<file path="src/rtl/core/pwg_pkg.sv">
// ----------------------------------------------------------------------------
// pwg_pkg
// Shared widths, types and constant tables of the waveform sample generator.
// ----------------------------------------------------------------------------
`default_nettype none

package pwg_pkg;

	localparam int INDEX_BITS     = 17;
	localparam int SAMPLE_BITS    = 16;
	localparam int PHASE_BITS     = 16;
	localparam int QUO_BITS       = (SAMPLE_BITS > PHASE_BITS) ? SAMPLE_BITS : PHASE_BITS;
	localparam int NUM_BITS       = INDEX_BITS + QUO_BITS;
	localparam int CFG_DATA_BITS  = (INDEX_BITS > SAMPLE_BITS) ? INDEX_BITS : SAMPLE_BITS;
	localparam int CFG_INDEX_BITS = 2;

	localparam int QDEPTH    = 4;
	localparam int QPTR_BITS = $clog2(QDEPTH);
	localparam int QCNT_BITS = $clog2(QDEPTH + 1);

	localparam int X_BITS       = 32;
	localparam int X2_BITS      = 33;
	localparam int P_BITS       = 33;
	localparam int RECIP_BITS   = 33;
	localparam int RECIP_SHIFT  = 33;
	localparam int DIVC_BITS    = 9;
	localparam int SUM_BITS     = 36;
	localparam int SERIES_TERMS = 10;
	localparam int SOFF_BITS    = 16;

	localparam logic [31:0] PI_Q30 = 32'd3373259426;

	localparam logic [CFG_INDEX_BITS-1:0] CFG_SHAPE  = 2'd0;
	localparam logic [CFG_INDEX_BITS-1:0] CFG_PERIOD = 2'd1;
	localparam logic [CFG_INDEX_BITS-1:0] CFG_AMP    = 2'd2;

	typedef enum logic [1:0] {
		SHAPE_SINE   = 2'd0,
		SHAPE_SQUARE = 2'd1,
		SHAPE_TRI    = 2'd2,
		SHAPE_SAW    = 2'd3
	} shape_t;

	typedef struct packed {
		logic                   is_sine;
		logic                   direct;
		logic [SAMPLE_BITS-1:0] direct_val;
		logic                   last;
		logic                   oor;
	} meta_t;

	typedef struct packed {
		logic [INDEX_BITS-1:0] op;
		logic [INDEX_BITS-1:0] divisor;
		meta_t                 m;
	} item_t;

	typedef struct packed {
		meta_t               m;
		logic [QUO_BITS-1:0] q;
	} res_t;

	typedef struct packed {
		logic full;
		logic empty;
	} qstat_t;

	// series divisors: sine uses (2k)(2k+1), cosine (2k-1)(2k)
	function automatic logic [DIVC_BITS-1:0] series_divc(input int k, input logic odd);
		logic [DIVC_BITS-1:0] d;
		d = '0;
		if (odd) begin
			case (k)
				1: d = 9'd6;
				2: d = 9'd20;
				3: d = 9'd42;
				4: d = 9'd72;
				5: d = 9'd110;
				6: d = 9'd156;
				7: d = 9'd210;
				8: d = 9'd272;
				9: d = 9'd342;
				default: d = 9'd1;
			endcase
		end else begin
			case (k)
				1: d = 9'd2;
				2: d = 9'd12;
				3: d = 9'd30;
				4: d = 9'd56;
				5: d = 9'd90;
				6: d = 9'd132;
				7: d = 9'd182;
				8: d = 9'd240;
				9: d = 9'd306;
				default: d = 9'd1;
			endcase
		end
		return d;
	endfunction

	// floor(2^33 / divisor)
	function automatic logic [RECIP_BITS-1:0] series_recip(input int k, input logic odd);
		logic [RECIP_BITS-1:0] r;
		r = '0;
		if (odd) begin
			case (k)
				1: r = 33'd1431655765;
				2: r = 33'd429496729;
				3: r = 33'd204522252;
				4: r = 33'd119304647;
				5: r = 33'd78090314;
				6: r = 33'd55063683;
				7: r = 33'd40904450;
				8: r = 33'd31580641;
				9: r = 33'd25116767;
				default: r = 33'd0;
			endcase
		end else begin
			case (k)
				1: r = 33'd4294967296;
				2: r = 33'd715827882;
				3: r = 33'd286331153;
				4: r = 33'd153391689;
				5: r = 33'd95443717;
				6: r = 33'd65075262;
				7: r = 33'd47197442;
				8: r = 33'd35791394;
				9: r = 33'd28071681;
				default: r = 33'd0;
			endcase
		end
		return r;
	endfunction

endpackage

`default_nettype wire

</file>
<file path="src/rtl/core/pwg_queue.sv">
// ----------------------------------------------------------------------------
// pwg_queue
// Short item queue between the classifying front and the compute back.
// ----------------------------------------------------------------------------
`default_nettype none

module pwg_queue (
	input  wire logic     clk,
	input  wire logic     arst_n,
	input  wire logic     push,
	input  wire pwg_pkg::item_t push_item,
	input  wire logic     pop,
	output pwg_pkg::item_t pop_item,
	output pwg_pkg::qstat_t stat
);

	pwg_pkg::item_t                       mem_q [pwg_pkg::QDEPTH];
	logic [pwg_pkg::QPTR_BITS-1:0]        wr_ptr_q;
	logic [pwg_pkg::QPTR_BITS-1:0]        rd_ptr_q;
	logic [pwg_pkg::QCNT_BITS-1:0]        cnt_q;

	assign stat.full  = cnt_q == pwg_pkg::QCNT_BITS'(pwg_pkg::QDEPTH);
	assign stat.empty = cnt_q == '0;
	assign pop_item   = mem_q[rd_ptr_q];

	always_ff @(posedge clk) begin
		if (push) begin
			mem_q[wr_ptr_q] <= push_item;
		end
	end

	always_ff @(posedge clk or negedge arst_n) begin
		if (!arst_n) begin
			wr_ptr_q <= '0;
			rd_ptr_q <= '0;
			cnt_q    <= '0;
		end else begin
			if (push) begin
				wr_ptr_q <= wr_ptr_q + 1'b1;
			end
			if (pop) begin
				rd_ptr_q <= rd_ptr_q + 1'b1;
			end
			if (push && !pop) begin
				cnt_q <= cnt_q + 1'b1;
			end else if (pop && !push) begin
				cnt_q <= cnt_q - 1'b1;
			end
		end
	end

endmodule

`default_nettype wire

</file>
<file path="config.mk">
export PLATFORM = sky130hd
export DESIGN_NAME = pwg_queue
export DESIGN_NICKNAME = d
export VERILOG_FILES = /design/src/rtl/core/pwg_pkg.sv /design/src/rtl/core/pwg_queue.sv
export SDC_FILE = /design/constraint.sdc
export NUM_CORES = 1
export LEC_CHECK = 0
export BUFFER_PORTS_ARGS = -buffer_cell sky130_fd_sc_hd__buf_2
export CAP_MARGIN = 20
export CORE_UTILIZATION = 40
export DETAILED_ROUTE_END_ITERATION = 7
export HOLD_SLACK_MARGIN = 0.05
export PLACE_DENSITY = 0.64
export REMOVE_ABC_BUFFERS = 1
export SKIP_LAST_GASP = 1
export SLEW_MARGIN = 10
export SYNTH_ARGS = -nofsm -noshare
export SYNTH_HDL_FRONTEND = slang
export SYNTH_SLANG_ARGS = --single-unit
</file>
<file path="constraint.sdc">
create_clock -name clk -period 2.61 [get_ports clk]
set_input_delay 0.1305 -clock clk [delete_from_list [all_inputs] [get_ports clk]]
set_output_delay 0.1305 -clock clk [all_outputs]
set_load 0.02 [all_outputs]
</file>
# == Yosys cells after proc, flatten, opt, wreduce, memory -nomap -nowiden ==
# Memory sizes are Yosys's and may differ from the RTL's.
# Cells that the tools add are included.
# totals
ff_bits,7
mem_bits_rw,216
n_memories,1
word_cells,19
in_bits,58
out_inout_bits,56
# op_classes
n_eq_ne,1
n_addsub,4
reduce_logical,6
muxes,4
# memory_table
memory,words,width,rd,rd_ports_with_merged_regs,wr,line,rtl
mem_q,4,54,1,0,1,pwg_queue.sv:17,pwg_pkg::item_t mem_q [pwg_pkg::QDEPTH];
# ops
operator,count
$mux W3,2
$add A2 B1 Y2 const B,2
$add A3 B1 Y3 const B,1
$eq A3 B3 Y1 const B,1
$logic_not A3 Y1,1
$sub A3 B1 Y3 const B,1
$logic_and A1 B1 Y1,2
$logic_not A1 Y1,2
$mux W1,2
$reduce_bool A2 Y1,1

# == Depth between registers and ports, before layout ==
# logic_depth
word_depth,4
ltp_mapped,7
depth_no_buf,7

# == Worst setup path before layout ==
# Ideal clock, no wire load.
# synth_path
path_type,register to register
start,register wr_ptr_q[0] (netlist bit)
end,"memory mem_q[2][0] (netlist bit), enable pin"
path_slack_ns,0.296
t_arrival_ns,1.897
n_path_buf,0
setup_ns,0.417
path_stages_with_launch,4
t_required_ns,2.193
period_less_slack_ns,2.314
path_cell_list,dfrtp_1 -> inv_1 -> ha_1 -> and2_1
# synth_rtl
item,line,rtl
start: declaration,pwg_queue.sv:18,logic [pwg_pkg::QPTR_BITS-1:0] wr_ptr_q;
start signal: assignment,pwg_queue.sv:39,wr_ptr_q <= wr_ptr_q + 1'b1;
end: declaration,pwg_queue.sv:17,
# No word-level cell before the write port.

==> flow_metrics.py <==
metrics = {
    "outcome": {
        "outcome": "finished clean",
    },
    "place": {
        "place_congestion": 0.695,
        "hpwl_um": 9000,
        "placed_cells": 692,
        "io_buffers": 113,
    },
    "yosys": {
        "yosysWarnings": 0,
        "ys_top_cells_by_count": "edfxtp_1, mux4_2, dfrtp_1",
        "async_flop_share_pct": 3.14,
        "ys_ff_latch": 223,
        "syn_inst": 316,
        "synth_area_mm2": 0.00819,
        "avgSynthCellArea_um2": 25.9,
        "yosysMostFrequentCell": "edfxtp_1",
        "yosysTopAreaCellShare_pct": 79.2,
        "ys_seq_area_share_pct": 81.4,
        "synth_area_leaders": "edfxtp_1, mux4_2, dfrtp_1",
        "synthFlopType": "edfxtp_1",
        "netlist.top_cell.by_area": "edfxtp_1",
        "synth.distinct_cells": 18,
        "synth-edff-count": 216,
    },
    "worst_setup_path": {
        "crit_path_end_kind": "output pin",
        "rrSetupSlack_ns": 0.91,
        "crit_chain": "buf_12 -> mux4_2 -> buf_2",
        "cp_top_family": "flip-flops",
        "critPathMaxStageDelay_ns": 0.71,
        "worstPathRequired_ns": 2.48,
        "cp_num_buf_inv": 2,
        "worstPathMaxFanout": 21,
        "arrival_ns": 2.22,
        "critPathSlowestCell": "dfrtp_4",
        "setup.worst_path.class": "register to output pin",
        "cp-start-kind": "register",
    },
    "power": {
        "p_per_area_mw_per_mm2": 1110,
        "switching_share_pct": 30.7,
        "p_leak_nw": 3.64,
        "p_switching_mw": 3.57,
        "p_int_mw": 8.04,
        "clkPwrFrac_pct": 26.1,
        "p_seq_share_pct": 43.4,
        "vdd_drop_max_v": 0.000648,
        "pwr-share-comb_pct": 30.5,
    },
    "timing": {
        "period_needed_ns": 2.35,
        "finalSetupViolCount": 0,
        "drv_slew": 0,
        "worst_pin_slew_ns": 0.572,
        "relSlewSlack_pct": 61.8,
        "finClkSkew_ns": 0.0141,
        "fin_crit_sh_pct": 90.1,
        "fmax_ghz": 0.425,
        "grt_setup_unrepaired": "false",
        "report.final.hold_viol_count": 0,
    },
    "cts": {
        "htreeDepth": 1,
        "cts_buffers": 23,
        "worstSkewPairLatency_ns": 0.50,
        "clkSinkCount": 223,
        "cts_tree": "built",
        "cts-root-buf": "clkbuf_16",
        "clock_path_buffers": 3,
        "cts_post_setup_buffers_inserted": 0,
        "path_clk_slew_ns": 0.06,
    },
    "routing": {
        "drt_iter0_markers": 198,
        "met2_length_um": 7960,
        "viasPerCell": 4.92,
        "wire_per_inst_um": 19.2,
        "dr.max_layer_used": "met4",
        "met3_length_um": 623,
        "wirelength_um": 15200,
        "drt-met1-wl_um": 6260,
        "antenna_left": 0,
        "route.detailed.drc": 0,
        "vias": 3880,
        "first_pass_iters": 6,
    },
    "hold_path": {
        "hold_path.class": "input port to register",
    },
    "cells_and_area": {
        "n_fill_cell": 1567,
        "diodes": 0,
        "fin_cells": 789,
        "fin_util_pct": 52.8,
        "nNetsFinal": 574,
        "synthToLayoutAreaGrowth_pct": 27.6,
        "drive_above_1_share_pct": 41.6,
    },
    "floorplanning": {
        "num_rows": 51,
        "die_h_um": 145,
        "coreArea_mm2": 0.0198,
        "die_width_um": 145,
        "start_util_pct": 41.4,
        "io_pins": 114,
        "dieArea_mm2": 0.0210,
    },
    "grt": {
        "grt_pass1_vias": 4390,
        "grt_max_degree": 37,
        "antenna_found_initial": 0,
        "grt_pass1_wl_um": 23800,
        "grt_use_total_pct": 14.7,
        "grt.overflow.total": 0,
    },
    "job": {
        "cap_viol_max_count": 0,
    },
}
-- cell families (layout without fill, tap and decap cells) --
kind of cell | Yosys count | in the layout | share of synthesized area (%)
flops | 223 | 223 | 81.4
mux | 55 | 55 | 15.0
buf+inv | 16 | 224 | 1.33
simple gates | 9 | 9 | 0.596
fa+ha+maj | 6 | 6 | 1.01
xor+xnor | 6 | 6 | 0.642
compound gates | 1 | 1 | 0.0611
-- per-layer routing --
layer	track usage, %	up-vias
met5	0	-
met4	3.95	0
met3	3.02	22
met2	26.5	110
met1	17.8	2014
li1	-	1734
-- power by group through the flow --
stage | sequential [mW] | combinational [mW] | clock (mW)
floorplan | 5.20 | 2.17 | 0
global placement | 5.08 | 3.52 | 0
detailed placement | 5.13 | 3.53 | 0
CTS | 5.06 | 3.62 | 3.11
global route | 5.11 | 3.76 | 3.24
finish | 5.03 | 3.55 | 3.03
-- placed cells by master, fill, tap and decap left out --
| master | netlist | routed |
|---|---|---|
| and2_2 | 0 | 2 |
| and2_4 | 0 | 2 |
| buf_12 | 0 | 7 |
| buf_2 | 6 | 113 |
| buf_4 | 1 | 3 |
| bufinv_16 | 0 | 1 |
| clkbuf_1 | 0 | 4 |
| clkbuf_16 | 0 | 23 |
| clkbuf_8 | 0 | 2 |
| clkinv_1 | 0 | 1 |
| clkinv_2 | 0 | 6 |
| clkinv_4 | 0 | 1 |
| dfrtp_1 | 7 | 5 |
| dfrtp_2 | 0 | 1 |
| dfrtp_4 | 0 | 1 |
| dlygate4sd3_1 | 0 | 58 |
| edfxtp_1 | 216 | 216 |
| fa_1 | 1 | 1 |
| ha_1 | 5 | 5 |
| inv_1 | 4 | 4 |
| inv_6 | 0 | 1 |
| mux2_2 | 1 | 1 |
| mux4_2 | 54 | 54 |
| nand2_1 | 2 | 2 |
| nor2_1 | 1 | 1 |
| nor3_1 | 1 | 1 |
| nor3b_1 | 1 | 1 |
| o21ai_0 | 1 | 1 |
| xnor2_1 | 2 | 2 |
| xor2_1 | 4 | 4 |
-- timing repair --
action / 4_1_cts / 5_1_grt
hold endpoints to repair: 227 / 0
gates resized for setup: 0 / 0
hold buffers: 58 / 0
-- worst register-to-register path: stages (launching register included) --
cell     delay, ns
dfrtp_1       0.43
inv_1         0.11
ha_1          0.14
and2_4        0.39
buf_12        0.28
-- path summary, 6_finish.rpt --
check / start / to / cells after the start
max in group asynchronous: arst_n / rd_ptr_q[0] / 3
hold reg to reg: cnt_q[2] / cnt_q[2] / 1
hold / removal: push_item[42] / mem_q[1][42] / 2
setup / recovery: rd_ptr_q[0] / pop_item[39] / 3
setup reg to reg: wr_ptr_q[0] / mem_q[0][4] / 4
min in group asynchronous: arst_n / cnt_q[0] / 3
-- registers in the layout (all words and copies together) (netlist names) --
register	count
cnt_q	3
rd_ptr_q	2
mem_q	216
wr_ptr_q	2
-- cell type report --
type / instances / area, um2 / area share [%]
Timing Repair Buffer: 181 / 1310 / 12.5
Clock inverter: 10 / 81.3 / 0.779
Multi-Input combinational cell: 77 / 1420 / 13.6
Clock buffer: 29 / 618 / 5.92
Tap cell: 265 / 332 / 3.17
Sequential cell: 223 / 6670 / 63.8
Inverter: 4 / 15.0 / 0.144
-- through the flow --
step / cell area [um2] / setup WS, ns / setup TNS (ns) / power [mW] / hold WS (ns)
3_5_place_dp: 9170 / 0.717 / 0 / 8.66 / -0.0112
6_report: 10400 / 0.258 / 0 / 11.6 / 0.370
2_1_floorplan: 8090 / -0.477 / -25.92 / 7.37 / -0.165
4_1_cts: 10400 / 0.170 / 0 / 11.8 / 0.353
5_1_grt: 10400 / 0.137 / 0 / 12.1 / 0.372
3_3_place_gp: 9170 / 0.699 / 0 / 8.60 / -0.0198
Power figures use the tool's default switching activity.
