**config.mk**
```make
export PLATFORM = sky130hd
export DESIGN_NAME = pwg_div
export DESIGN_NICKNAME = d
export VERILOG_FILES = /design/src/rtl/core/pwg_pkg.sv /design/src/rtl/core/pwg_div.sv
export SDC_FILE = /design/constraint.sdc
export NUM_CORES = 1
export LEC_CHECK = 0
export BUFFER_PORTS_ARGS = -buffer_cell sky130_fd_sc_hd__buf_2
export CAP_MARGIN = 15
export CORE_MARGIN = 5
export CORE_UTILIZATION = 35
export CTS_CLUSTER_SIZE = 30
export DETAILED_ROUTE_END_ITERATION = 6
export GPL_TIMING_DRIVEN = 0
export PLACE_DENSITY_LB_ADDON = 0.08
export SYNTH_ARGS = -nofsm -noshare
export SYNTH_HDL_FRONTEND = slang
export SYNTH_SLANG_ARGS = --single-unit
```
**constraint.sdc**
```tcl
create_clock -name clk -period 4 [get_ports clk]
set_input_delay 0.2 -clock clk [delete_from_list [all_inputs] [get_ports clk]]
set_output_delay 0.2 -clock clk [all_outputs]
set_load 0.05 [all_outputs]
```
**src/rtl/core/pwg_pkg.sv**
```systemverilog
// ----------------------------------------------------------------------------
// pwg_pkg
// Shared widths, types and constant tables of the waveform sample generator.
// ----------------------------------------------------------------------------
`default_nettype none

package pwg_pkg;

	localparam int INDEX_BITS     = 17;
	localparam int SAMPLE_BITS    = 16;
	localparam int PHASE_BITS     = 16;
	localparam int QUO_BITS       = (SAMPLE_BITS > PHASE_BITS) ? SAMPLE_BITS : PHASE_BITS;
	localparam int NUM_BITS       = INDEX_BITS + QUO_BITS;
	localparam int CFG_DATA_BITS  = (INDEX_BITS > SAMPLE_BITS) ? INDEX_BITS : SAMPLE_BITS;
	localparam int CFG_INDEX_BITS = 2;

	localparam int QDEPTH    = 4;
	localparam int QPTR_BITS = $clog2(QDEPTH);
	localparam int QCNT_BITS = $clog2(QDEPTH + 1);

	localparam int X_BITS       = 32;
	localparam int X2_BITS      = 33;
	localparam int P_BITS       = 33;
	localparam int RECIP_BITS   = 33;
	localparam int RECIP_SHIFT  = 33;
	localparam int DIVC_BITS    = 9;
	localparam int SUM_BITS     = 36;
	localparam int SERIES_TERMS = 10;
	localparam int SOFF_BITS    = 16;

	localparam logic [31:0] PI_Q30 = 32'd3373259426;

	localparam logic [CFG_INDEX_BITS-1:0] CFG_SHAPE  = 2'd0;
	localparam logic [CFG_INDEX_BITS-1:0] CFG_PERIOD = 2'd1;
	localparam logic [CFG_INDEX_BITS-1:0] CFG_AMP    = 2'd2;

	typedef enum logic [1:0] {
		SHAPE_SINE   = 2'd0,
		SHAPE_SQUARE = 2'd1,
		SHAPE_TRI    = 2'd2,
		SHAPE_SAW    = 2'd3
	} shape_t;

	typedef struct packed {
		logic                   is_sine;
		logic                   direct;
		logic [SAMPLE_BITS-1:0] direct_val;
		logic                   last;
		logic                   oor;
	} meta_t;

	typedef struct packed {
		logic [INDEX_BITS-1:0] op;
		logic [INDEX_BITS-1:0] divisor;
		meta_t                 m;
	} item_t;

	typedef struct packed {
		meta_t               m;
		logic [QUO_BITS-1:0] q;
	} res_t;

	typedef struct packed {
		logic full;
		logic empty;
	} qstat_t;

	// series divisors: sine uses (2k)(2k+1), cosine (2k-1)(2k)
	function automatic logic [DIVC_BITS-1:0] series_divc(input int k, input logic odd);
		logic [DIVC_BITS-1:0] d;
		d = '0;
		if (odd) begin
			case (k)
				1: d = 9'd6;
				2: d = 9'd20;
				3: d = 9'd42;
				4: d = 9'd72;
				5: d = 9'd110;
				6: d = 9'd156;
				7: d = 9'd210;
				8: d = 9'd272;
				9: d = 9'd342;
				default: d = 9'd1;
			endcase
		end else begin
			case (k)
				1: d = 9'd2;
				2: d = 9'd12;
				3: d = 9'd30;
				4: d = 9'd56;
				5: d = 9'd90;
				6: d = 9'd132;
				7: d = 9'd182;
				8: d = 9'd240;
				9: d = 9'd306;
				default: d = 9'd1;
			endcase
		end
		return d;
	endfunction

	// floor(2^33 / divisor)
	function automatic logic [RECIP_BITS-1:0] series_recip(input int k, input logic odd);
		logic [RECIP_BITS-1:0] r;
		r = '0;
		if (odd) begin
			case (k)
				1: r = 33'd1431655765;
				2: r = 33'd429496729;
				3: r = 33'd204522252;
				4: r = 33'd119304647;
				5: r = 33'd78090314;
				6: r = 33'd55063683;
				7: r = 33'd40904450;
				8: r = 33'd31580641;
				9: r = 33'd25116767;
				default: r = 33'd0;
			endcase
		end else begin
			case (k)
				1: r = 33'd4294967296;
				2: r = 33'd715827882;
				3: r = 33'd286331153;
				4: r = 33'd153391689;
				5: r = 33'd95443717;
				6: r = 33'd65075262;
				7: r = 33'd47197442;
				8: r = 33'd35791394;
				9: r = 33'd28071681;
				default: r = 33'd0;
			endcase
		end
		return r;
	endfunction

endpackage

`default_nettype wire

```
**src/rtl/core/pwg_div.sv**
```systemverilog
// ----------------------------------------------------------------------------
// pwg_div
// Pipelined restoring divider, one quotient bit per stage.
// ----------------------------------------------------------------------------
`default_nettype none

module pwg_div (
	input  wire logic                          clk,
	input  wire logic                          arst_n,
	input  wire logic                          en,
	input  wire logic                          in_valid,
	input  wire logic [pwg_pkg::NUM_BITS-1:0]  num,
	input  wire logic [pwg_pkg::INDEX_BITS-1:0] divisor,
	input  wire pwg_pkg::meta_t                in_meta,
	output logic                               res_valid,
	output pwg_pkg::res_t                      res
);

	localparam int QB = pwg_pkg::QUO_BITS;
	localparam int IB = pwg_pkg::INDEX_BITS;

	logic                           v_st   [QB+1];
	logic [IB-1:0]                  rem_st [QB+1];
	logic [QB-1:0]                  q_st   [QB+1];
	logic [pwg_pkg::NUM_BITS-1:0]   num_st [QB+1];
	logic [IB-1:0]                  dv_st  [QB+1];
	pwg_pkg::meta_t                 m_st   [QB+1];

	assign v_st[0]   = in_valid;
	assign rem_st[0] = num[pwg_pkg::NUM_BITS-1:QB];
	assign q_st[0]   = '0;
	assign num_st[0] = num;
	assign dv_st[0]  = divisor;
	assign m_st[0]   = in_meta;

	for (genvar j = 0; j < QB; j++) begin : g_stage
		logic [IB:0] trial;
		logic        ge;
		logic [IB:0] diff;

		assign trial = {rem_st[j], num_st[j][QB-1-j]};
		assign ge    = trial >= {1'b0, dv_st[j]};
		assign diff  = trial - {1'b0, dv_st[j]};

		always_ff @(posedge clk or negedge arst_n) begin
			if (!arst_n) begin
				v_st[j+1] <= 1'b0;
			end else if (en) begin
				v_st[j+1] <= v_st[j];
			end
		end

		always_ff @(posedge clk) begin
			if (en) begin
				rem_st[j+1] <= ge ? diff[IB-1:0] : trial[IB-1:0];
				q_st[j+1]   <= {q_st[j][QB-2:0], ge};
				num_st[j+1] <= num_st[j];
				dv_st[j+1]  <= dv_st[j];
				m_st[j+1]   <= m_st[j];
			end
		end
	end

	assign res_valid = v_st[QB];
	assign res.m     = m_st[QB];
	assign res.q     = q_st[QB];

endmodule

`default_nettype wire

```
### Yosys cells after proc, flatten, opt, wreduce, memory -nomap -nowiden

Index checks and enable logic that the tools add are counted.

| cells by class | value |
|---|---|
| add/subtract/negate cells | 15 |
| multiply operators | 0 |
| divide/modulo/power cells | 0 |
| $lt $le $gt $ge | 16 |
| equal/unequal tests | 0 |
| shifts and indexed selects | 0 |
| mux-type cells | 15 |
| bitwise operators | 0 |
| reductions and logical operators | 0 |

Operator list:

| cell | count |
|---|---|
| $ge A18 B17 Y1 | 16 |
| $mux W17 | 15 |
| $sub A17 B17 Y17 | 15 |

| storage, ports and cells | value |
|---|---|
| register bits after elaboration | 1102 |
| latch bits | 0 |
| RAM bits | 0 |
| ROM bits | 0 |
| output and inout bits | 37 |
| memories | 0 |

### Longest topological paths before layout

Gate-level depths: netlist (run 1).

| logic depth | value |
|---|---|
| word-level depth | 2 |
| gate-level depth with buffers | 13 |
| depth with buffers taken out | 12 |

### Worst setup path after synthesis (run 1)

No wires, ideal clock.

| timing | value |
|---|---|
| kind | register to register |
| from | register num_st, in the netlist g_stage[9].trial[0] |
| to | register rem_st, in the netlist g_stage[10].trial[10], data pin |
| data arrival time | 2.700 ns |
| data required time | 3.740 ns |
| path slack | 1.040 ns |
| stages on the path, launching flop included | 12 |
| path buffers | 1 |
| clock period less this slack | 2.960 ns |
| path through | edfxtp_1 -> inv_1 -> ha_1 -> inv_1 -> fa_1 -> a211oi_1 -> o21ai_0 -> a211o_1 -> o2111a_1 -> o21ai_1 -> buf_2 -> mux2_2 |

| between the ends | value |
|---|---|
| cells in the longest elaborated chain, start to end | 2 |
| elaborated cells on any way between the ends | 3 |
| those cells by class | 1 x add/sub; 1 x order compare; 1 x mux |

RTL lines:

| element | line | RTL |
|---|---|---|
| start, declared | pwg_div.sv:25 | `logic [pwg_pkg::NUM_BITS-1:0] num_st [QB+1];` |
| start signal, assigned by index | pwg_div.sv:57 | `num_st[j+1] <= num_st[j];` |
| $sub A17 B17 Y17 or $ge A18 B17 Y1 (tied branches) | pwg_div.sv:43, pwg_div.sv:42 |  |
| $mux W17 (*) | pwg_div.sv:55 | `rem_st[j+1] <= ge ? diff[IB-1:0] : trial[IB-1:0];` |
| end signal, assigned by index | pwg_div.sv:55 |  |
| end, declared | pwg_div.sv:23 | `logic [IB-1:0] rem_st [QB+1];` |

Every way passes the cells marked *; elsewhere a longest branch is shown, timed or not.
A chain may end at the register's enable or synchronous reset.

### Worst setup path in the final report (run 1)

| timing | value |
|---|---|
| from | register dv_st[170] (netlist bit) |
| to | register rem_st, in the netlist g_stage[7].trial[1], data pin |

| between the ends | value |
|---|---|
| cells in the longest elaborated chain, start to end | 2 |
| elaborated cells on any way between the ends | 3 |
| those cells by class | 1 x add/sub; 1 x order compare; 1 x mux |

RTL lines:

| element | line | RTL |
|---|---|---|
| start, declared | pwg_div.sv:26 | `logic [IB-1:0] dv_st [QB+1];` |
| start signal, assigned by index | pwg_div.sv:58 | `dv_st[j+1] <= dv_st[j];` |
| $ge A18 B17 Y1 | pwg_div.sv:42 | `assign ge = trial >= {1'b0, dv_st[j]};` |
| named net g_stage[6].ge | pwg_div.sv:38 | `logic ge;` |
| $mux W17 | pwg_div.sv:55 |  |

The timed path passes the listed nets, and every way through them passes these cells.

==> impl_results.md, run 1 <==
- Crit end category: flip-flop
- Critical Path RT: between 4 and 5 ns
- Fin nets: 4207
- Worst path cell trace: ha_1, inv_1, fa_1, a211oi_1, nor2_1, o21ai_0, and3_1, o211ai_2, buf_2, a21oi_1
- Detailed Routing Iterations Pass 1: 7
- Arrival time at the worst endpoint: about 4.2 ns
- Slew margin rel.: 0.274
- Pwr dens: around 730 nW/um2
- I/O pin cnt: ~110
- Critical path peak fanout: 10
- Sequential-to-total area share from yosys stat: 0.663
- Final Setup Violations: 0
- Critical path's largest stage delay: 0.52 ns
- GRT Util Overall: 0.126
- Clock root cell: clkbuf_16
- First-pass GRT wire length: around 150000 um
- Avg Vias per Cell: 4.80
- YS warnings: 0
- Final wirelength: roughly 96000 um
- CP top delay family: compound AO/OA/AOI/OAI gates
- GP Congestion: ~0.83
- Post-Layout Cell Count: just under 6000
- Slew @ Worst Pin: around 1.1 ns
- Power Total: between 40000 and 50000 uW
- Placed Cells: about 5500
- Initial DRC count: 1837
- Final period utilization: 0.932
- Filler instances: around 13000
- Worst Skew: between 0.02 and 0.025 ns
- Die ar.: between 100000 and 150000 um2
- Post-route minimum period: about 3.7 ns
- Max Cap Viol: 0
- Post-route cell area: just under 60000 um2
- GR Overflow Total: 0
- Initial antenna violation count: 0
- Die Span Y: around 390 um
- Layout area overhead: 15.9%
- Slew Limit Fails: 0
- Row count: 138
- Via count: ~28000
- Yosys reg bits: between 1000 and 1500
- Post-synth ARST share: 0.0145
- Tightest Hold Check Type: in2reg
- Clock-pin slew on the worst setup and hold paths: 0.06 ns
- Pin count of the biggest net entering global routing: 171
- Area post-placement: ~53000 um2
- Run status: completed
- Number of flops mapped to enable cells by yosys: ~1100
- Clk buf depth: 3
- CTS buffer count: between 100 and 150
- Post-route ant nets: 0
- RSZ-0062 raised after global routing: no
- WS Path Type: reg2reg
- Pre-CTS setup slack: between 0.1 and 0.15 ns
- Initial Util: 0.352
- Share of cells above drive strength 1: 0.137
- Port bufs: 110
- CP max stage cell: o21ai_0
- Die X: roughly 390 um
- Post-Syn Nets: just under 4000
- Post-route setup slack: 0.271 ns
- CTS Sinks: ~1100
- Fin. Hold Viols: 0
- Fmax: between 200 and 300 MHz
- Routed wire per std cell: ~16 um
- Synthesized area: around 50000 um2
- CTS tree: built
- FF+latch area: ~33000 um2
- Mean post-synth cell area: ~14 um2
- Cell count after synthesis: 3523
- # DRC: 0
- CP startpoint kind: flip-flop
- Multi-input logic area: between 10000 and 15000 um2
- Setup total negative slack: 0 ns
- Clock H-tree levels: 4
- Clk_lat worst skew: between 0.7 and 0.8 ns
- Pleak: about 0.022 uW
- Crit path buf inv count: 2
- Vias in the first global route: between 20000 and 30000
- Maximum VDD drop: 310 uV
- Core ar.: 141000 um2
- Cell variety after synth: 86
- Dpl hpwl: around 65000 um
- Main synth FF type: edfxtp_1
==> state kept, by name, indices dropped and copies added (netlist names) <==
name and flops:
v_st 15, res_valid 1, res 36, q_st 120, num_st 105, m_st 300
g_stage.trial 270, dv_st 255
==> layout make-up <==
type / instances / share of cell area
Buffer: 93 / 0.00953
Clock buffer: 166 / 0.0597
Antenna cell: 1 / 0.0000434
Clock inverter: 64 / 0.0101
Multi-Input combinational cell: 1994 / 0.260
Timing Repair Buffer: 190 / 0.0258
Inverter: 334 / 0.0217
Tap cell: 1890 / 0.0410
Sequential cell: 1102 / 0.573
==> final timing paths <==
path / from / to / slack [ns] / cells past startpoint
max: dv_st[170] / g_stage[7].trial[1] / 0.27 / 10
min: num[7] / num_st[502] / 0.16 / 2
max reg2reg: dv_st[170] / g_stage[7].trial[1] / 0.27 / 10
min reg2reg: m_st[237] / m_st[217] / 0.40 / 0
max in group asynchronous: arst_n / v_st[5] / 2.96 / 3
min in group asynchronous: arst_n / v_st[1] / 0.57 / 3
==> synthesized netlist by cell type, drive strengths merged, types with 20 or more instances <==
library cell | number | area (um2)
o31ai | 20 | 169
nor2 | 184 | 691
clkbuf | 35 | 131
mux2 | 159 | 1820
a211oi | 37 | 283
o21bai | 22 | 165
buf | 58 | 418
ha | 272 | 3400
nor3 | 57 | 285
nand4 | 47 | 294
nand2b | 30 | 188
nand2 | 141 | 529
o21ai | 194 | 982
a31oi | 26 | 163
o21a | 46 | 345
a21oi | 222 | 1120
edfxtp | 1086 | 32600
xor2 | 75 | 657
nor2b | 23 | 144
a21o | 61 | 459
xnor2 | 119 | 1040
nand3 | 48 | 240
inv | 334 | 1250
==> cell usage in the layout (no fill, tap or decap), drive strengths merged, types with 15 or more instances in the layout <==
cell type    Yosys  routed
nand3           48      48
dlygate4sd3      0      73
a211oi          37      37
ha             272     272
and3            18      18
nor2b           23      23
nand2          141     141
nor2           184     184
o211ai          15      15
buf             58     175
fa              15      15
xor2            75      75
o21a            46      46
dfrtp           16      16
clkbuf          35     201
o21ai          194     194
nor3            57      57
a211o           16      16
inv            334     339
a31oi           26      26
xnor2          119     119
edfxtp        1086    1086
nand2b          30      30
mux2           159     159
clkinv           0      52
nand4           47      47
a21oi          222     222
o21bai          22      22
o31ai           20      20
a21o            61      61
==> report_power, final <==
| group | internal (uW) | switching, uW |
|---|---|---|
| logic | 6280 | 8090 |
| registers | 15600 | 1030 |
| clock network | 6400 | 4700 |
| total | 28300 | 13800 |
==> kinds of logic after synthesis <==
family	after synthesis	share of synthesized area
adders and majority gates	287	0.0744
and+or+nand+nor	594	0.0565
xor gates and xnor gates	194	0.0341
buffers and inverters	427	0.0362
AOI/OAI and AO/OA	751	0.0970
DFF	1102	0.663
muxes	168	0.0383
==> routing by layer <==
layer | GRT usage | vias up | routed length [um]
li1 | - | 13900 | -
met1 | 0.173 | 13500 | 46000
met2 | 0.200 | 493 | 43200
met3 | 0.0297 | 143 | 4410
met4 | 0.0395 | 0 | 2340
met5 | 0 | - | 0
==> worst register-to-register path, stage by stage, from the launching register on <==
cell,delay [ns]
edfxtp_1,0.50
ha_1,0.23
inv_1,0.06
fa_1,0.44
a211oi_1,0.23
nor2_1,0.11
o21ai_0,0.52
and3_1,0.36
o211ai_2,0.29
buf_2,0.35
a21oi_1,0.39
==> what timing repair did <==
action                     CTS  global route
setup buffers                0             0
hold endpoints to repair   151             0
hold buffers                73             0
gates resized for setup      0             3
setup endpoints to repair    0             7
==> per-stage QoR <==
step | utilization | hold slack [ns]
2_1_floorplan | - | -0.0956
3_3_place_gp | 0.373 | 0.128
3_5_place_dp | 0.374 | 0.135
4_1_cts | 0.408 | 0.0592
5_1_grt | 0.408 | 0.0985
6_report | 0.408 | 0.158
Note: power is estimated with default switching activity, not from simulation.
==> run 2: changes to the inputs <==
==> constraint.sdc (replaced) <==
create_clock -name clk -period 4 [get_ports clk]
set_input_delay 1.2 -clock clk [delete_from_list [all_inputs] [get_ports clk]]
set_output_delay 1.2 -clock clk [all_outputs]
set_load 0.05 [all_outputs]
==> run 2 against run 1 <==
Net effect: register-to-register slack hardly changed; combinational power hardly changed; die area stayed put; clock-buffer cell count stayed put; maximum frequency is 5.1% lower; wire length is 0.62% lower; sequential cell count stayed put; sequential share of layout area is 0.73 points higher; final cell count is 1.3% lower; critical path depth is 2 higher; sequential power hardly changed; non-clock buffer count is 73 lower.
==> impl_results.md, run 2 (synthesis results as in run 1) <==
- Run status: completed
- Critical path peak fanout: 10 (unchanged)
- Critical Path Source: num[15]
- FF+latch area: 33000 um2 (unchanged)
- Clock root cell: clkbuf_16
- Pin count of the biggest net entering global routing: 171 (unchanged)
- Commonest non-fill, non-tap cell in the layout: edfxtp_1
- GR Overflow Total: 0 (unchanged)
- Core ar.: 141000 um2 (unchanged)
- Clock-pin slew on the worst setup and hold paths: 0.05 ns (about the same)
- Pleak: 0.0216 uW (-1.4%)
- Max Cap Viol: 0 (unchanged)
- Count of hold-fix buffers inserted at cts: 0 (-100%)
- Vias in the first global route: 27200 (-1.5%)
- Clk buf depth: 3 (unchanged)
- Clock H-tree levels: 4 (unchanged)
- Biggest register: m_st
- GRT Util Overall: 0.125 (-0.000990)
- Post-route setup slack: 0.0692 ns (-0.202 ns)
- Share of cells above drive strength 1: 0.140 (+0.00258)
- Fin nets: 4134 (-1.7%)
- Pint: 28300 uW (-0.16%)
- Crit end category: flip-flop
- Avg Vias per Cell: 4.81 (+0.13%)
- Critical Path RT: 4.49 ns (about the same)
- Post-route minimum period: 3.93 ns (+0.202 ns)
- WS Path Type: in2reg
- Fmax: 254 MHz (-5.1%)
- RSZ-0062 raised after global routing: no
- Final period utilization: 0.983 (+0.0506)
- Final wirelength: 95400 um (-0.62%)
- CTS tree: built
- CTS buffer count: 131 (unchanged)
- Net Switching: 13800 uW (about the same)
- Most frequent cells in the layout: edfxtp_1, inv_1, ha_1, a21oi_1, o21ai_0
- Switching Share: 0.328 (about the same)
- Worst flop-to-flop path endpoint: g_stage[7].trial[1]
- Die Span Y: 387 um (unchanged)
- Tightest Hold Check Type: in2async
- Slew @ Worst Pin: 1.08 ns (+0.00116 ns)
- Layout area overhead: 14.4%
- First-pass GRT wire length: 151000 um (-0.96%)
- Clk_lat worst skew: 0.75 ns (about the same)
- Clock power share: 0.264 (about the same)
- CTS Sinks: 1102 (unchanged)
- Arrival time at the worst endpoint: 4.42 ns (+0.19 ns)
- CP startpoint kind: input pin
- Via count: 27700 (-1.1%)
- Dpl hpwl: 65100 um (unchanged)
- Worst Skew: 0.0234 ns (+0.0000321 ns)
- Crit Reg-Reg Startpoint: dv_st[170]
- Number of flip-flops in the largest register: 300 (unchanged)
- Port bufs: 110 (unchanged)
- # DRC: 0 (unchanged)
- Cells resized by post-CTS repair: 0 (unchanged)
- Worst R2R Setup Slack: 0.26 ns (about the same)
- Pwr dens: 739 nW/um2 (+1.1%)
- Multi-input logic area: 15000 um2 (unchanged)
- Fin. Hold Viols: 0 (unchanged)
- Detailed Routing Iterations Pass 1: 6 (-1)
- Initial Util: 0.352 (unchanged)
- Post-route ant nets: 0 (unchanged)
- Slew Limit Fails: 0 (unchanged)
- Initial DRC count: 1823 (-0.76%)
- Power Total: 42100 uW (-0.13%)
- Slew margin rel.: 0.273 (-0.000778)
- Die ar.: 150000 um2 (unchanged)
- Row count: 138 (unchanged)
- I/O pin cnt: 111 (unchanged)
- Maximum VDD drop: 311 uV (+0.40%)
- Filler instances: 13200 (+0.33%)
- Reg2Reg Depth: 10 (unchanged)
- Initial antenna violation count: 2 (+2)
- Seq pwr share: 0.396 (about the same)
- Routed wire per std cell: 16.6 um (+0.64%)
- GP Congestion: 0.828 (unchanged)
- Post-CTS Setup Bufs: 0 (unchanged)
- Die X: 387 um (unchanged)
- Combinational Power Share: 0.340 (about the same)
- Final Setup Violations: 0 (unchanged)
- Pre-CTS setup slack: -0.516 ns (-0.662 ns)
==> run 2: routing by layer <==
layer	track usage	vias to the layer above	routed length, um
li1	-	13700	-
met1	0.172	13400	45600
met4	0.0395	0	2370
met5	0	-	0
met3	0.0298	145	4630
met2	0.197	459	42800
==> run 2: stage by stage <==
step	cells	area (um2)	utilization	hold WS, ns	setup TNS [ns]
2_1_floorplan	3523	49800	-	0.400	0
6_report	5761	56900	0.403	0.352	0
3_3_place_gp	5523	52700	0.373	0.400	-
5_1_grt	5760	56900	0.403	0.333	0
3_5_place_dp	5530	52900	0.374	0.405	-10.68
4_1_cts	5760	56900	0.402	0.277	0
==> run 2: power groups by stage <==
| stage | logic (uW) | registers, uW | clock network, uW |
|---|---|---|---|
| after floorplan | 10800 | 16400 | 0 |
| after global placement | 14300 | 17400 | 0 |
| after detailed placement | 14300 | 16900 | 0 |
| after CTS | 14400 | 16700 | 11600 |
| after global routing | 16000 | 16900 | 12100 |
| final | 14300 | 16700 | 11100 |
==> run 2: cell type report <==
cell class | count | share of cell area
clock inverter | 64 | 0.0102
multi-input combinational | 1994 | 0.263
tap | 1890 | 0.0415
inverter | 334 | 0.0220
buffer | 93 | 0.00965
clock buffer | 166 | 0.0604
timing repair buffer | 117 | 0.0133
antenna | 1 | 0.0000440
sequential | 1102 | 0.580
==> run 2: worst max path at each step <==
stage	to	slack, ns	cells past startpoint
finish	g_stage[1].trial[7]	0.07	12
global route	g_stage[1].trial[9]	0.03	12
CTS	g_stage[14].trial[4]	0.11	11
detailed placement	g_stage[1].trial[7]	-0.52	12
global placement	v_st[8]	-16.70	4
floorplan	g_stage[1].trial[11]	0.55	11
==> run 2: critical path, stage by stage <==
cell and delay (ns):
buf_2 0.08, inv_1 0.04, ha_1 0.21, inv_1 0.07, fa_1 0.21, nand3_1 0.12, a31oi_1 0.24, o21bai_1 0.17
a211oi_1 0.43, a2bb2oi_1 0.82, buf_2 0.44, mux2_2 0.38
