[src/rtl/core/pwg_pkg.sv]
// ----------------------------------------------------------------------------
// pwg_pkg
// Shared widths, types and constant tables of the waveform sample generator.
// ----------------------------------------------------------------------------
`default_nettype none

package pwg_pkg;

	localparam int INDEX_BITS     = 17;
	localparam int SAMPLE_BITS    = 16;
	localparam int PHASE_BITS     = 16;
	localparam int QUO_BITS       = (SAMPLE_BITS > PHASE_BITS) ? SAMPLE_BITS : PHASE_BITS;
	localparam int NUM_BITS       = INDEX_BITS + QUO_BITS;
	localparam int CFG_DATA_BITS  = (INDEX_BITS > SAMPLE_BITS) ? INDEX_BITS : SAMPLE_BITS;
	localparam int CFG_INDEX_BITS = 2;

	localparam int QDEPTH    = 4;
	localparam int QPTR_BITS = $clog2(QDEPTH);
	localparam int QCNT_BITS = $clog2(QDEPTH + 1);

	localparam int X_BITS       = 32;
	localparam int X2_BITS      = 33;
	localparam int P_BITS       = 33;
	localparam int RECIP_BITS   = 33;
	localparam int RECIP_SHIFT  = 33;
	localparam int DIVC_BITS    = 9;
	localparam int SUM_BITS     = 36;
	localparam int SERIES_TERMS = 10;
	localparam int SOFF_BITS    = 16;

	localparam logic [31:0] PI_Q30 = 32'd3373259426;

	localparam logic [CFG_INDEX_BITS-1:0] CFG_SHAPE  = 2'd0;
	localparam logic [CFG_INDEX_BITS-1:0] CFG_PERIOD = 2'd1;
	localparam logic [CFG_INDEX_BITS-1:0] CFG_AMP    = 2'd2;

	typedef enum logic [1:0] {
		SHAPE_SINE   = 2'd0,
		SHAPE_SQUARE = 2'd1,
		SHAPE_TRI    = 2'd2,
		SHAPE_SAW    = 2'd3
	} shape_t;

	typedef struct packed {
		logic                   is_sine;
		logic                   direct;
		logic [SAMPLE_BITS-1:0] direct_val;
		logic                   last;
		logic                   oor;
	} meta_t;

	typedef struct packed {
		logic [INDEX_BITS-1:0] op;
		logic [INDEX_BITS-1:0] divisor;
		meta_t                 m;
	} item_t;

	typedef struct packed {
		meta_t               m;
		logic [QUO_BITS-1:0] q;
	} res_t;

	typedef struct packed {
		logic full;
		logic empty;
	} qstat_t;

	// series divisors: sine uses (2k)(2k+1), cosine (2k-1)(2k)
	function automatic logic [DIVC_BITS-1:0] series_divc(input int k, input logic odd);
		logic [DIVC_BITS-1:0] d;
		d = '0;
		if (odd) begin
			case (k)
				1: d = 9'd6;
				2: d = 9'd20;
				3: d = 9'd42;
				4: d = 9'd72;
				5: d = 9'd110;
				6: d = 9'd156;
				7: d = 9'd210;
				8: d = 9'd272;
				9: d = 9'd342;
				default: d = 9'd1;
			endcase
		end else begin
			case (k)
				1: d = 9'd2;
				2: d = 9'd12;
				3: d = 9'd30;
				4: d = 9'd56;
				5: d = 9'd90;
				6: d = 9'd132;
				7: d = 9'd182;
				8: d = 9'd240;
				9: d = 9'd306;
				default: d = 9'd1;
			endcase
		end
		return d;
	endfunction

	// floor(2^33 / divisor)
	function automatic logic [RECIP_BITS-1:0] series_recip(input int k, input logic odd);
		logic [RECIP_BITS-1:0] r;
		r = '0;
		if (odd) begin
			case (k)
				1: r = 33'd1431655765;
				2: r = 33'd429496729;
				3: r = 33'd204522252;
				4: r = 33'd119304647;
				5: r = 33'd78090314;
				6: r = 33'd55063683;
				7: r = 33'd40904450;
				8: r = 33'd31580641;
				9: r = 33'd25116767;
				default: r = 33'd0;
			endcase
		end else begin
			case (k)
				1: r = 33'd4294967296;
				2: r = 33'd715827882;
				3: r = 33'd286331153;
				4: r = 33'd153391689;
				5: r = 33'd95443717;
				6: r = 33'd65075262;
				7: r = 33'd47197442;
				8: r = 33'd35791394;
				9: r = 33'd28071681;
				default: r = 33'd0;
			endcase
		end
		return r;
	endfunction

endpackage

`default_nettype wire

[src/rtl/core/pwg_front.sv]
// ----------------------------------------------------------------------------
// pwg_front
// Classifies an incoming index: range flags, shape, dividend and divisor.
// ----------------------------------------------------------------------------
`default_nettype none

module pwg_front (
	input  wire logic [pwg_pkg::INDEX_BITS-1:0]  sample_index,
	input  wire pwg_pkg::shape_t                 shape,
	input  wire logic [pwg_pkg::INDEX_BITS-1:0]  period,
	input  wire logic [pwg_pkg::SAMPLE_BITS-1:0] amp,
	output pwg_pkg::item_t                       item
);

	logic [pwg_pkg::INDEX_BITS-1:0] half;
	logic [pwg_pkg::INDEX_BITS-1:0] n_m1;
	logic                           oor;
	logic                           below_half;

	assign half       = period >> 1;
	assign n_m1       = period - 1'b1;
	assign oor        = sample_index >= period;
	assign below_half = sample_index < half;

	always_comb begin
		item              = '0;
		item.op           = sample_index;
		item.divisor      = period;
		item.m.last       = !oor && (sample_index == n_m1);
		item.m.oor        = oor;
		case (shape)
			pwg_pkg::SHAPE_SINE: begin
				item.m.is_sine = 1'b1;
			end
			pwg_pkg::SHAPE_SQUARE: begin
				item.m.direct     = 1'b1;
				item.m.direct_val = below_half ? '0 : amp;
			end
			pwg_pkg::SHAPE_TRI: begin
				item.divisor = half;
				item.op      = below_half ? sample_index : (n_m1 - sample_index);
				if (half == '0) begin
					item.m.direct = 1'b1;
				end
			end
			default: begin
			end
		endcase
		if (oor) begin
			item.m.is_sine    = 1'b0;
			item.m.direct     = 1'b1;
			item.m.direct_val = '0;
		end
	end

endmodule

`default_nettype wire

[config.mk]
export PLATFORM = sky130hd
export DESIGN_NAME = pwg_front
export DESIGN_NICKNAME = d
export VERILOG_FILES = /design/src/rtl/core/pwg_pkg.sv /design/src/rtl/core/pwg_front.sv
export SDC_FILE = /design/constraint.sdc
export NUM_CORES = 1
export LEC_CHECK = 0
export BUFFER_PORTS_ARGS = -buffer_cell sky130_fd_sc_hd__buf_2
export CAP_MARGIN = 20
export CORE_MARGIN = 2
export CORE_UTILIZATION = 30
export DETAILED_ROUTE_END_ITERATION = 6
export MAX_ROUTING_LAYER = met4
export PLACE_DENSITY = 0.53
export SLEW_MARGIN = 20
export SYNTH_ARGS = -nofsm -noshare
export SYNTH_HDL_FRONTEND = slang
export SYNTH_SLANG_ARGS = --single-unit
[constraint.sdc]
create_clock -name vclk -period 3.8
set_clock_uncertainty 0.05 [all_clocks]
set_input_delay 0.76 -clock vclk [all_inputs]
set_output_delay 0.76 -clock vclk [all_outputs]
set_load 0.05 [all_outputs]
Yosys cells after proc, flatten, opt, wreduce, memory -nomap -nowiden --
Cells that the tools add are included.
Storage, ports and cells: bits in registers 0, input bits 52, output and inout port bits 54
Cells by class: $add $sub $neg 2, order comparisons 2, eq/ne operators 3, multiplexer cells 8, reduce and logical (&&, ||, !) cells 4
Operator list (number):
- 2-to-1 mux 34 bit | 1
- 2-to-1 mux 16 bit | 2
- 2-to-1 mux 18 bit | 1
- equality test 17 bit | 1
- greater-or-equal comparator 17 bit | 1
- logical NOT 17 bit | 1
- < comparator 17 x 16 -> 1 bit | 1
- 2-to-1 mux 17 bit | 1
- subtractor 17 x 1 -> 17 bit, second input constant | 1
- subtractor 17 bit | 1
- equality test 2 x 1 -> 1 bit, second input constant | 1
- equality test 2 bit, second input constant | 1
- logical NOT 2 bit | 1
- 2-to-1 mux 1 bit | 2
- one-hot mux 1 bit (2 select lines) | 1
- logical AND 1 bit | 1
- logical NOT 1 bit | 1

Logic depth before layout (Yosys ltp) --
Gate-level depths: netlist of run 1.
word-level depth 4, gate-level depth with buffers 13

Worst setup path after synthesis of run 1 --
No wires, ideal clock.
path kind input to output, start input period[3] (netlist bit), end output item[50] (netlist bit), arrival 3.803 ns, path slack -0.813 ns, stages on the path 12, cell sequence nor3_1 > and3_1 > nand2_1 > nor3_1 > xnor2_1 > ha_1 > clkbuf_1 > nand2_1 > or3_1 > o211ai_1 > xnor2_1 > mux2i_1
RTL lines:
- start: declaration | line pwg_front.sv:10 | input wire logic [pwg_pkg::INDEX_BITS-1:0] period,
- end: declaration | line pwg_front.sv:12 | output pwg_pkg::item_t item

==> summary.md, run 1 <==
| Metric | Value |
|---|---|
| Slew headroom | `60.95%` |
| DRC violations left | `0` |
| Crit path max fanout | `7` |
| Pwr/cell area | `192.0 mW/mm^2` |
| Maximum Capacitance Violations | `0` |
| Mapped Nets | `473` |
| Setup Viol. Count Final | `11` |
| Gate power share | `100.0%` |
| Syn Area/Cell | `6.984 sq um` |
| Crit path launch type | `input port` |
| Switch share | `54.36%` |
| Status | `finished, violations left` |
| Most common cell in the netlist | `ha_1` |
| P_leak | `2.541 nW` |
| Cell taking the most area after synthesis | `ha_1` |
| Minimum clock period | `4.282 ns` |
| Post-DP HPWL | `8.483 mm` |
| Area contributors post-synth | `ha_1 25%, nand2_1 7.3%, xnor2_1 7.2%` |
| Setup crit end kind | `primary output` |
| Number of clock buffers in the layout | `0` |
| Mapped cell area | `about 0.0026 sq mm` |
| Die Height | `96.56 um` |
| Total GRT Usage | `about 23%` |
| Top cell types by occurrence after synthesis | `52 x ha_1, 50 x nand2_1, 39 x inv_1, 32 x o21ai_0` |
| Reg power frac | `0%` |
| Nets | `a little under 700` |
| Hold Path Class | `in -> out` |
| Layout overhead on the synthesized area | `119.1%` |
| Routed Antenna Nets | `0` |
| First-pass GRT wire length | `16.41 mm` |
| Distinct cell type count after synthesis | `50` |
| Violated checks | `setup timing` |
| Final wirelength | `11.39 mm` |
| Slew @ Worst Pin | `0.5858 ns` |
| P_sw | `0.5875 mW` |
| Vias | `between 3000 and 4000` |
| Yosys warning count | `0` |
| Crit Path Class | `in -> out` |
| Starting density of the core | `around 31%` |
| I/O Pins | `106` |
| Drt wl/cell | `16.67 um` |
| Fillers | `roughly 620` |
| Core area | `around 0.0083 sq mm` |
| FMAX | `233.6 MHz` |
| Syn Inst Count | `between 300 and 400` |
| Iter 0 DRT Violations | `86` |
| Post-place setup slack | `-0.4819 ns` |
| Drt first pass iters | `4` |
| CTS Hold Buffers Added | `0` |
| Share of cells above drive strength 1 | `between 60% and 70%` |
| Cell Int Power | `0.4933 mW` |
| Register area | `0 sq um` |
| Fin util | `68.18%` |
| Worst setup margin | `-0.4817 ns` |
| Port bufs | `106` |
| Footprint of the multi-input gates | `0.003385 sq mm` |
| Die Wd | `96.56 um` |
| N_diodes | `0` |
| Placer's final routability congestion estimate | `0.9033` |
| Clk pwr share | `0%` |
| Fin. max-slew vios | `0` |
| RSZ-0062 raised after global routing | `yes` |
| # rows | `33` |
| Final Hold Viols | `0` |
| Pin count of the biggest net entering global routing | `20` |
| Vias in the first global route | `3540` |
| Initial antenna violation count | `0` |
| Seq/Total Area, Yosys | `0%` |
| Total congestion overflow | `0` |
| Worst vdd ir | `between 0.0001 and 0.00015 V` |
| Final worst-path cycle share | `112.7%` |
| CP Data Required Time | `2.99 ns` |
| Vias per inst | `5.215` |
| Synth top area share | `roughly a quarter` |
| Die area | `0.009323 sq mm` |
| Worst path arrival time | `between 3 and 4 ns` |
| Seq_cells | `0` |
## kinds of logic (layout without fill, tap and decap cells)
logic type / count (synthesis) / count (layout) / share of synthesized area [%]
fa+ha+maj: 53 / 53 / 26.10
xor+xnor: 29 / 29 / 10.18
compound gates: 108 / 108 / 28.04
mux: 18 / 18 / 7.303
buf+inv: 57 / 267 / 8.812
simple gates: 103 / 103 / 19.57
## path summary, 6_finish.rpt
kind	startpoint	end	slack [ns]	depth (start not counted)
hold / removal	amp[10]	item[12]	1.83	4
setup / recovery	period[6]	item[51]	-0.48	13
## metrics by stage
step                setup TNS (ns)  cell area [sq um]  hold slack (ns)  total power, mW  cells
global placement            -9.912               4209            1.860           0.7805    653
finish                      -2.682               5630            1.827            1.081    683
CTS                         -2.188               4941            1.846           0.9324    675
detailed placement          -10.15               4209            1.862           0.7902    653
global route                -4.088               5630            1.838            1.147    683
floorplan                   -4.568               2898            1.647           0.5131    368
## layout make-up
type                       count  share of cell area (%)
multi-input combinational    311                   60.11
timing repair buffer         228                   34.64
tap                          105                   2.333
inverter                      39                   2.911
## power groups by stage
stage          registers [mW]  clock network [mW]  logic, mW
5_1_grt                     0                   0       1.15
3_3_place_gp                0                   0      0.780
2_1_floorplan               0                   0      0.513
4_1_cts                     0                   0      0.932
6_report                    0                   0       1.08
3_5_place_dp                0                   0      0.790
## cell usage in the layout (no fill, tap or decap), types with 4 or more instances in the layout
| master | n |
|---|---|
| nand2_2 | 4 |
| buf_4 | 100 |
| nand3_2 | 4 |
| nand2_1 | 43 |
| a211oi_2 | 12 |
| ha_1 | 37 |
| o21ai_2 | 9 |
| ha_4 | 14 |
| inv_1 | 29 |
| nand4_1 | 6 |
| xnor2_2 | 8 |
| a211oi_4 | 9 |
| buf_12 | 9 |
| nor2_1 | 8 |
| o21ai_0 | 20 |
| inv_2 | 4 |
| a21o_1 | 11 |
| buf_2 | 60 |
| inv_4 | 4 |
| buf_8 | 6 |
| a21oi_4 | 5 |
| buf_6 | 47 |
| mux2i_4 | 10 |
| xnor2_1 | 12 |
| a21oi_2 | 7 |
| a21oi_1 | 10 |
## critical path: stages
cell and delay [ns]:
buf_8 0.10, nor4_4 0.34, nand3_2 0.21, nor4_4 0.27
xnor2_1 0.16, ha_2 0.36, o21ai_2 0.15, a21oi_1 0.05
nor2_1 0.18, mux2_4 0.32, o311a_1 0.10, mux2_4 0.28
buf_8 0.15
## metal layers
layer,vias to the layer above,track usage [%],part of all wire (%)
met2,92,41.09,51
met3,18,1.629,3.4
met4,0,4.695,2.1
met1,1702,27.55,43
li1,1750,-,-
met5,-,-,0
## what timing repair did
item,in CTS,in global routing
setup endpoints to repair,37,37
cloned,2,2
resized for setup,124,132
setup buffers,22,12
pin swaps,37,43
endpoints found under the hold margin,0,0
Power figures use the tool's default switching activity.
==> inputs of run 2 (changes only) <==
- PLACE_DENSITY: 0.53 -> 0.51
- SETUP_SLACK_MARGIN: unset -> 0.5
- clock period: 3.8 -> 5.13 ns (I/O delays scaled with it)
==> run 2 against run 1 <==
Utilization decreased by 22 points. Critical endpoint is now item[53]. Largest cell class unchanged. Critical path depth down 1. First-iteration DRC count increased by 57%. The run now ends clean. Combinational power down 50%. Worst hold slack better by 0.56 ns. Worst setup slack better by 0.83 ns.
==> summary.md, run 2 (synthesized netlist as in run 1, its figures left out) <==
| Metric | Value |
|---|---|
| CP Data Required Time | `4.05 ns (was 2.99 ns)` |
| Drt wl/cell | `15.79 um (was 16.67 um)` |
| Cells after DPL | `573 (was 653)` |
| Final Hold Viols | `0 (unchanged)` |
| Final wirelength | `9.380 mm (was 11.39 mm)` |
| Die Height | `96.56 um (unchanged)` |
| N_diodes | `0 (unchanged)` |
| Vias in the first global route | `2777 (was 3540)` |
| Grt met1 use | `26.20% (was 27.55%)` |
| Total chip power | `0.5376 mW (was 1.081 mW)` |
| Pin count of the biggest net entering global routing | `21 (was 20)` |
| Most Crowded Layer GR | `met2 (unchanged)` |
| Fillers | `859 (was 622)` |
| Finished Layout Cells | `594 (was 683)` |
| Fin. max-slew vios | `0 (unchanged)` |
| Final instance area | `0.003835 sq mm (was 0.005630 sq mm)` |
| GR Layer Usage met3 | `0.07758% (was 1.629%)` |
| Die Wd | `96.56 um (unchanged)` |
| Pwr/cell area | `140.2 mW/mm^2 (was 192.0 mW/mm^2)` |
| WHS | `2.389 ns (was 1.827 ns)` |
| First-pass GRT wire length | `13.84 mm (was 16.41 mm)` |
| Worst vdd ir | `0.00006574 V (was 0.0001226 V)` |
| Total GRT Usage | `19.07% (was 22.64%)` |
| Vias per inst | `5.157 (was 5.215)` |
| # rows | `33 (unchanged)` |
| Nets | `596 (was 685)` |
| Post-DP HPWL | `7.601 mm (was 8.483 mm)` |
| Number of clock buffers in the layout | `0 (unchanged)` |
| Worst path arrival time | `3.71 ns (was 3.47 ns)` |
| Core area | `0.008258 sq mm (unchanged)` |
| Slew headroom | `48.30% (was 60.95%)` |
| Crit path launch type | `input port (unchanged)` |
| Met2 track utilization from global routing | `33.80% (was 41.09%)` |
| Setup crit end kind | `primary output (unchanged)` |
| Crit Path Class | `in -> out (unchanged)` |
| Seq_cells | `0 (unchanged)` |
| Status | `completed (was finished, violations left)` |
| DRC violations left | `0 (unchanged)` |
| Most common cell after layout, fill and taps aside | `buf_2 (was buf_4)` |
| P_leak | `1.895 nW (was 2.541 nW)` |
| Final worst-path cycle share | `93.26%` |
| I/O Pins | `106 (unchanged)` |
| FMAX | `209.0 MHz` |
| Setup Viol. Count Final | `0 (was 11)` |
| Most frequent cells in the layout | `93 x buf_2, 48 x nand2_1, 46 x ha_1 (was 100 x buf_4, 60 x buf_2, 47 x buf_6)` |
| Drt first pass iters | `4 (unchanged)` |
| Crit path max fanout | `2 (was 7)` |
| Register area | `0 sq um (unchanged)` |
| Die area | `0.009323 sq mm (unchanged)` |
| Fin util | `46.44% (was 68.18%)` |
| Starting density of the core | `31.12% (unchanged)` |
| Post-DP Area | `0.003327 sq mm (was 0.004209 sq mm)` |
| Maximum Capacitance Violations | `0 (unchanged)` |
| Port bufs | `106 (unchanged)` |
| Slew @ Worst Pin | `0.7756 ns (was 0.5858 ns)` |
| Hold Path Class | `in -> out (unchanged)` |
| Routed Antenna Nets | `0 (unchanged)` |
| Placer's final routability congestion estimate | `0.9851 (was 0.9033)` |
| Share of cells above drive strength 1 | `39.67% (was 64.36%)` |
| Iter 0 DRT Violations | `135 (was 86)` |
| Vias | `3063 (was 3562)` |
| RSZ-0062 raised after global routing | `yes (unchanged)` |
| Post-place setup slack | `0.1032 ns (was -0.4819 ns)` |
| Total negative setup slack | `0 ns (was -2.682 ns)` |
| Layout overhead on the synthesized area | `49.22% (was 119.1%)` |
| Worst setup margin | `0.3457 ns (was -0.4817 ns)` |
| Total congestion overflow | `0 (unchanged)` |
| Initial antenna violation count | `0 (unchanged)` |
| Minimum clock period | `4.784 ns` |
[run 2: area by class of cell]
class | instances | area [sq um] | area share, %
Tap cell | 105 | 131.4 | 3.426
Timing Repair Buffer | 139 | 887.1 | 23.13
Inverter | 39 | 146.4 | 3.817
Multi-Input combinational cell | 311 | 2670 | 69.62
[run 2: metal layers]
| metal | up-vias | share of wire, % | routed length, um |
|---|---|---|---|
| met1 | 1421 | 46 | 4355 |
| met2 | 64 | 51 | 4757 |
| met3 | 0 | 2.9 | 268 |
| met4 | 0 | 0 | 0 |
| li1 | 1578 | - | - |
| met5 | - | 0 | 0 |
[run 2: worst paths after layout]
check             endpoint       start  depth (start not counted)  slack (ns)
setup / recovery  item[53]  period[10]                         12        0.35
hold / removal     item[8]      amp[6]                          4        2.39
[run 2: worst max-delay path, cell delays in order]
cell and delay [ns]:
buf_8 0.09, or4_4 0.53, or3_4 0.37, nor2_4 0.09
xnor2_1 0.07, ha_1 0.30, nand4_1 0.11, or4_1 0.53
nand3_2 0.08, xnor2_1 0.06, mux2_4 0.29, buf_8 0.15
[run 2: power breakdown]
part | leakage [nW] | switching, mW | internal, mW
Clock | 0 | 0 | 0
Sequential | 0 | 0 | 0
Combinational | 1.89 | 0.338 | 0.199
[run 2: timing repair]
action	4_1_cts	5_1_grt
hold buffers	0	0
resized for setup	37	46
setup endpoints to repair	25	26
gates cloned	0	0
setup buffers	9	12
pin swaps	21	23
==> inputs of run 3 (changes only) <==
- CORE_UTILIZATION: 30 -> 39
- PLACE_DENSITY: 0.51 -> 0.64
- TNS_END_PERCENT: unset -> 100
==> run 3 against run 2 <==
Combinational power increased by 3.7%. Via count is 3.8% higher. Maximum frequency is 1.4% lower. Sequential share of layout area stayed put. Non-clock buffer count increased by 9. Flip-flop and latch count unchanged. Worst setup slack lost 0.069 ns.
==> summary.md, run 3 (synthesized netlist as in run 1, its figures left out) <==
| Metric | Value |
|---|---|
| I/O Pins | `106 (unchanged)` |
| Most common cell after layout, fill and taps aside | `buf_2 (unchanged)` |
| Register area | `0 sq um (unchanged)` |
| Final Hold Viols | `0 (unchanged)` |
| Fin. max-slew vios | `0 (unchanged)` |
| Starting density of the core | `40.47% (was 31.12%)` |
| Pin count of the biggest net entering global routing | `36 (was 21)` |
| Final worst-path cycle share | `94.60% (was 93.26%)` |
| Drt first pass iters | `4 (unchanged)` |
| Total GRT Usage | `24.17% (was 19.07%)` |
| CTS Hold Buffers Added | `0 (unchanged)` |
| Critical path, cell by cell | `buf_8 -> nor3_4 -> nand2_2 -> nor4_4 -> xnor2_2 -> ha_4 -> and2_4 -> nand3_4 -> or3_1 -> o211ai_1 -> xnor2_1 -> mux2i_4 -> buf_6 (was buf_8 -> or4_4 -> or3_4 -> nor2_4 -> xnor2_1 -> ha_1 -> nand4_1 -> or4_1 -> nand3_2 -> xnor2_1 -> mux2_4 -> buf_8)` |
| Fin util | `62.90% (was 46.44%)` |
| Maximum Capacitance Violations | `0 (unchanged)` |
| P_leak | `1.988 nW (was 1.895 nW)` |
| Core area | `0.006350 sq mm (was 0.008258 sq mm)` |
| Vias | `3180 (was 3063)` |
| DRC violations left | `0 (unchanged)` |
| RSZ-0062 raised after global routing | `yes (unchanged)` |
| Die Height | `85.18 um (was 96.56 um)` |
| Die Wd | `85.18 um (was 96.56 um)` |
| Most frequent cells in the layout | `83 x buf_2, 46 x nand2_1, 44 x buf_4 (was 93 x buf_2, 48 x nand2_1, 46 x ha_1)` |
| Crit Path Class | `in -> out (unchanged)` |
| Slew @ Worst Pin | `0.7626 ns (was 0.7756 ns)` |
| Worst path arrival time | `3.78 ns (was 3.71 ns)` |
| Vias in the first global route | `2996 (was 2777)` |
| CP max-delay cell | `nor4_4 (was or4_4)` |
| Crit path launch type | `input port (unchanged)` |
| Layout overhead on the synthesized area | `55.40% (was 49.22%)` |
| N_diodes | `0 (unchanged)` |
| Minimum clock period | `4.853 ns (was 4.784 ns)` |
| Final wirelength | `9.149 mm (was 9.380 mm)` |
| Pwr/cell area | `139.7 mW/mm^2 (was 140.2 mW/mm^2)` |
| # rows | `29 (was 33)` |
| First-pass GRT wire length | `14.30 mm (was 13.84 mm)` |
| Share of cells above drive strength 1 | `43.17% (was 39.67%)` |
| Port bufs | `106 (unchanged)` |
| Initial antenna violation count | `0 (unchanged)` |
| CP Data Required Time | `4.05 ns (about the same)` |
| Nets | `605 (was 596)` |
| Post-DP HPWL | `6.970 mm (was 7.601 mm)` |
| Number of clock buffers in the layout | `0 (unchanged)` |
| Footprint of the multi-input gates | `0.002751 sq mm (was 0.002670 sq mm)` |
| Slew headroom | `49.16% (was 48.30%)` |
| Total negative setup slack | `0 ns (unchanged)` |
| Setup Viol. Count Final | `0 (unchanged)` |
| Crit path max fanout | `4 (was 2)` |
| FMAX | `206.1 MHz (was 209.0 MHz)` |
| Fillers | `556 (was 859)` |
| Seq_cells | `0 (unchanged)` |
| Worst vdd ir | `0.00009908 V (was 0.00006574 V)` |
| Vias per inst | `5.530 (was 5.157)` |
| Setup crit end kind | `primary output (unchanged)` |
| Drt wl/cell | `15.91 um (was 15.79 um)` |
| Status | `completed (unchanged)` |
| Max incr delay on CP | `0.38 ns (was 0.53 ns)` |
| Total congestion overflow | `0 (unchanged)` |
| Iter 0 DRT Violations | `205 (was 135)` |
| Die area | `0.007255 sq mm (was 0.009323 sq mm)` |
| Placer's final routability congestion estimate | `0.8817 (was 0.9851)` |
| Routed Antenna Nets | `0 (unchanged)` |
| Hold Path Class | `in -> out (unchanged)` |
-- run 3: layout make-up --
class              instances  share of cell area, %
multi-input cells        311                  68.89
repair buffers           148                  24.91
inverters                 39                  3.791
well taps                 77                  2.412
-- run 3: metal layers --
metal | global-route usage (%) | part of all wire (%) | up-vias | wire, um
met5 | - | 0 | - | 0
met4 | 2.886 | 0.48 | 0 | 44
met3 | 0.6809 | 5.3 | 4 | 482
met2 | 42.19 | 51 | 103 | 4690
met1 | 32.10 | 43 | 1479 | 3931
li1 | - | - | 1594 | -
-- run 3: stage by stage --
stage | hold slack, ns | instance area, sq um | worst slack, ns | cells | power, mW
floorplan | 2.224 | 2663 | 0.3219 | 368 | 0.3421
global placement | 2.391 | 3277 | 0.09780 | 543 | 0.4539
detailed placement | 2.391 | 3277 | 0.07369 | 543 | 0.4576
CTS | 2.392 | 3746 | 0.4038 | 562 | 0.5172
global route | 2.404 | 3994 | 0.1691 | 575 | 0.5984
finish | 2.377 | 3994 | 0.2771 | 575 | 0.5577
-- run 3: report_power, final --
group / switching, mW / internal, mW / total, mW
logic: 0.342 / 0.216 / 0.558
clock network: 0 / 0 / 0
registers: 0 / 0 / 0
-- run 3: what timing repair did --
action / in CTS / in global routing
gates resized for setup: 76 / 43
setup endpoints to repair: 25 / 35
setup buffers: 19 / 13
pin swaps: 32 / 25
-- run 3: final timing paths --
kind | depth (start not counted) | slack, ns | endpoint | startpoint
hold / removal | 4 | 2.38 | item[13] | amp[11]
setup / recovery | 13 | 0.28 | item[50] | period[2]
-- run 3: worst max-delay path, delay by kind of cell --
family	cells	cell delay, ns
AOI/OAI and AO/OA	1	0.29
xor gates and xnor gates	2	0.32
adders and majority gates	1	0.31
buffers and inverters	2	0.28
muxes	1	0.17
and+or+nand+nor	6	1.39
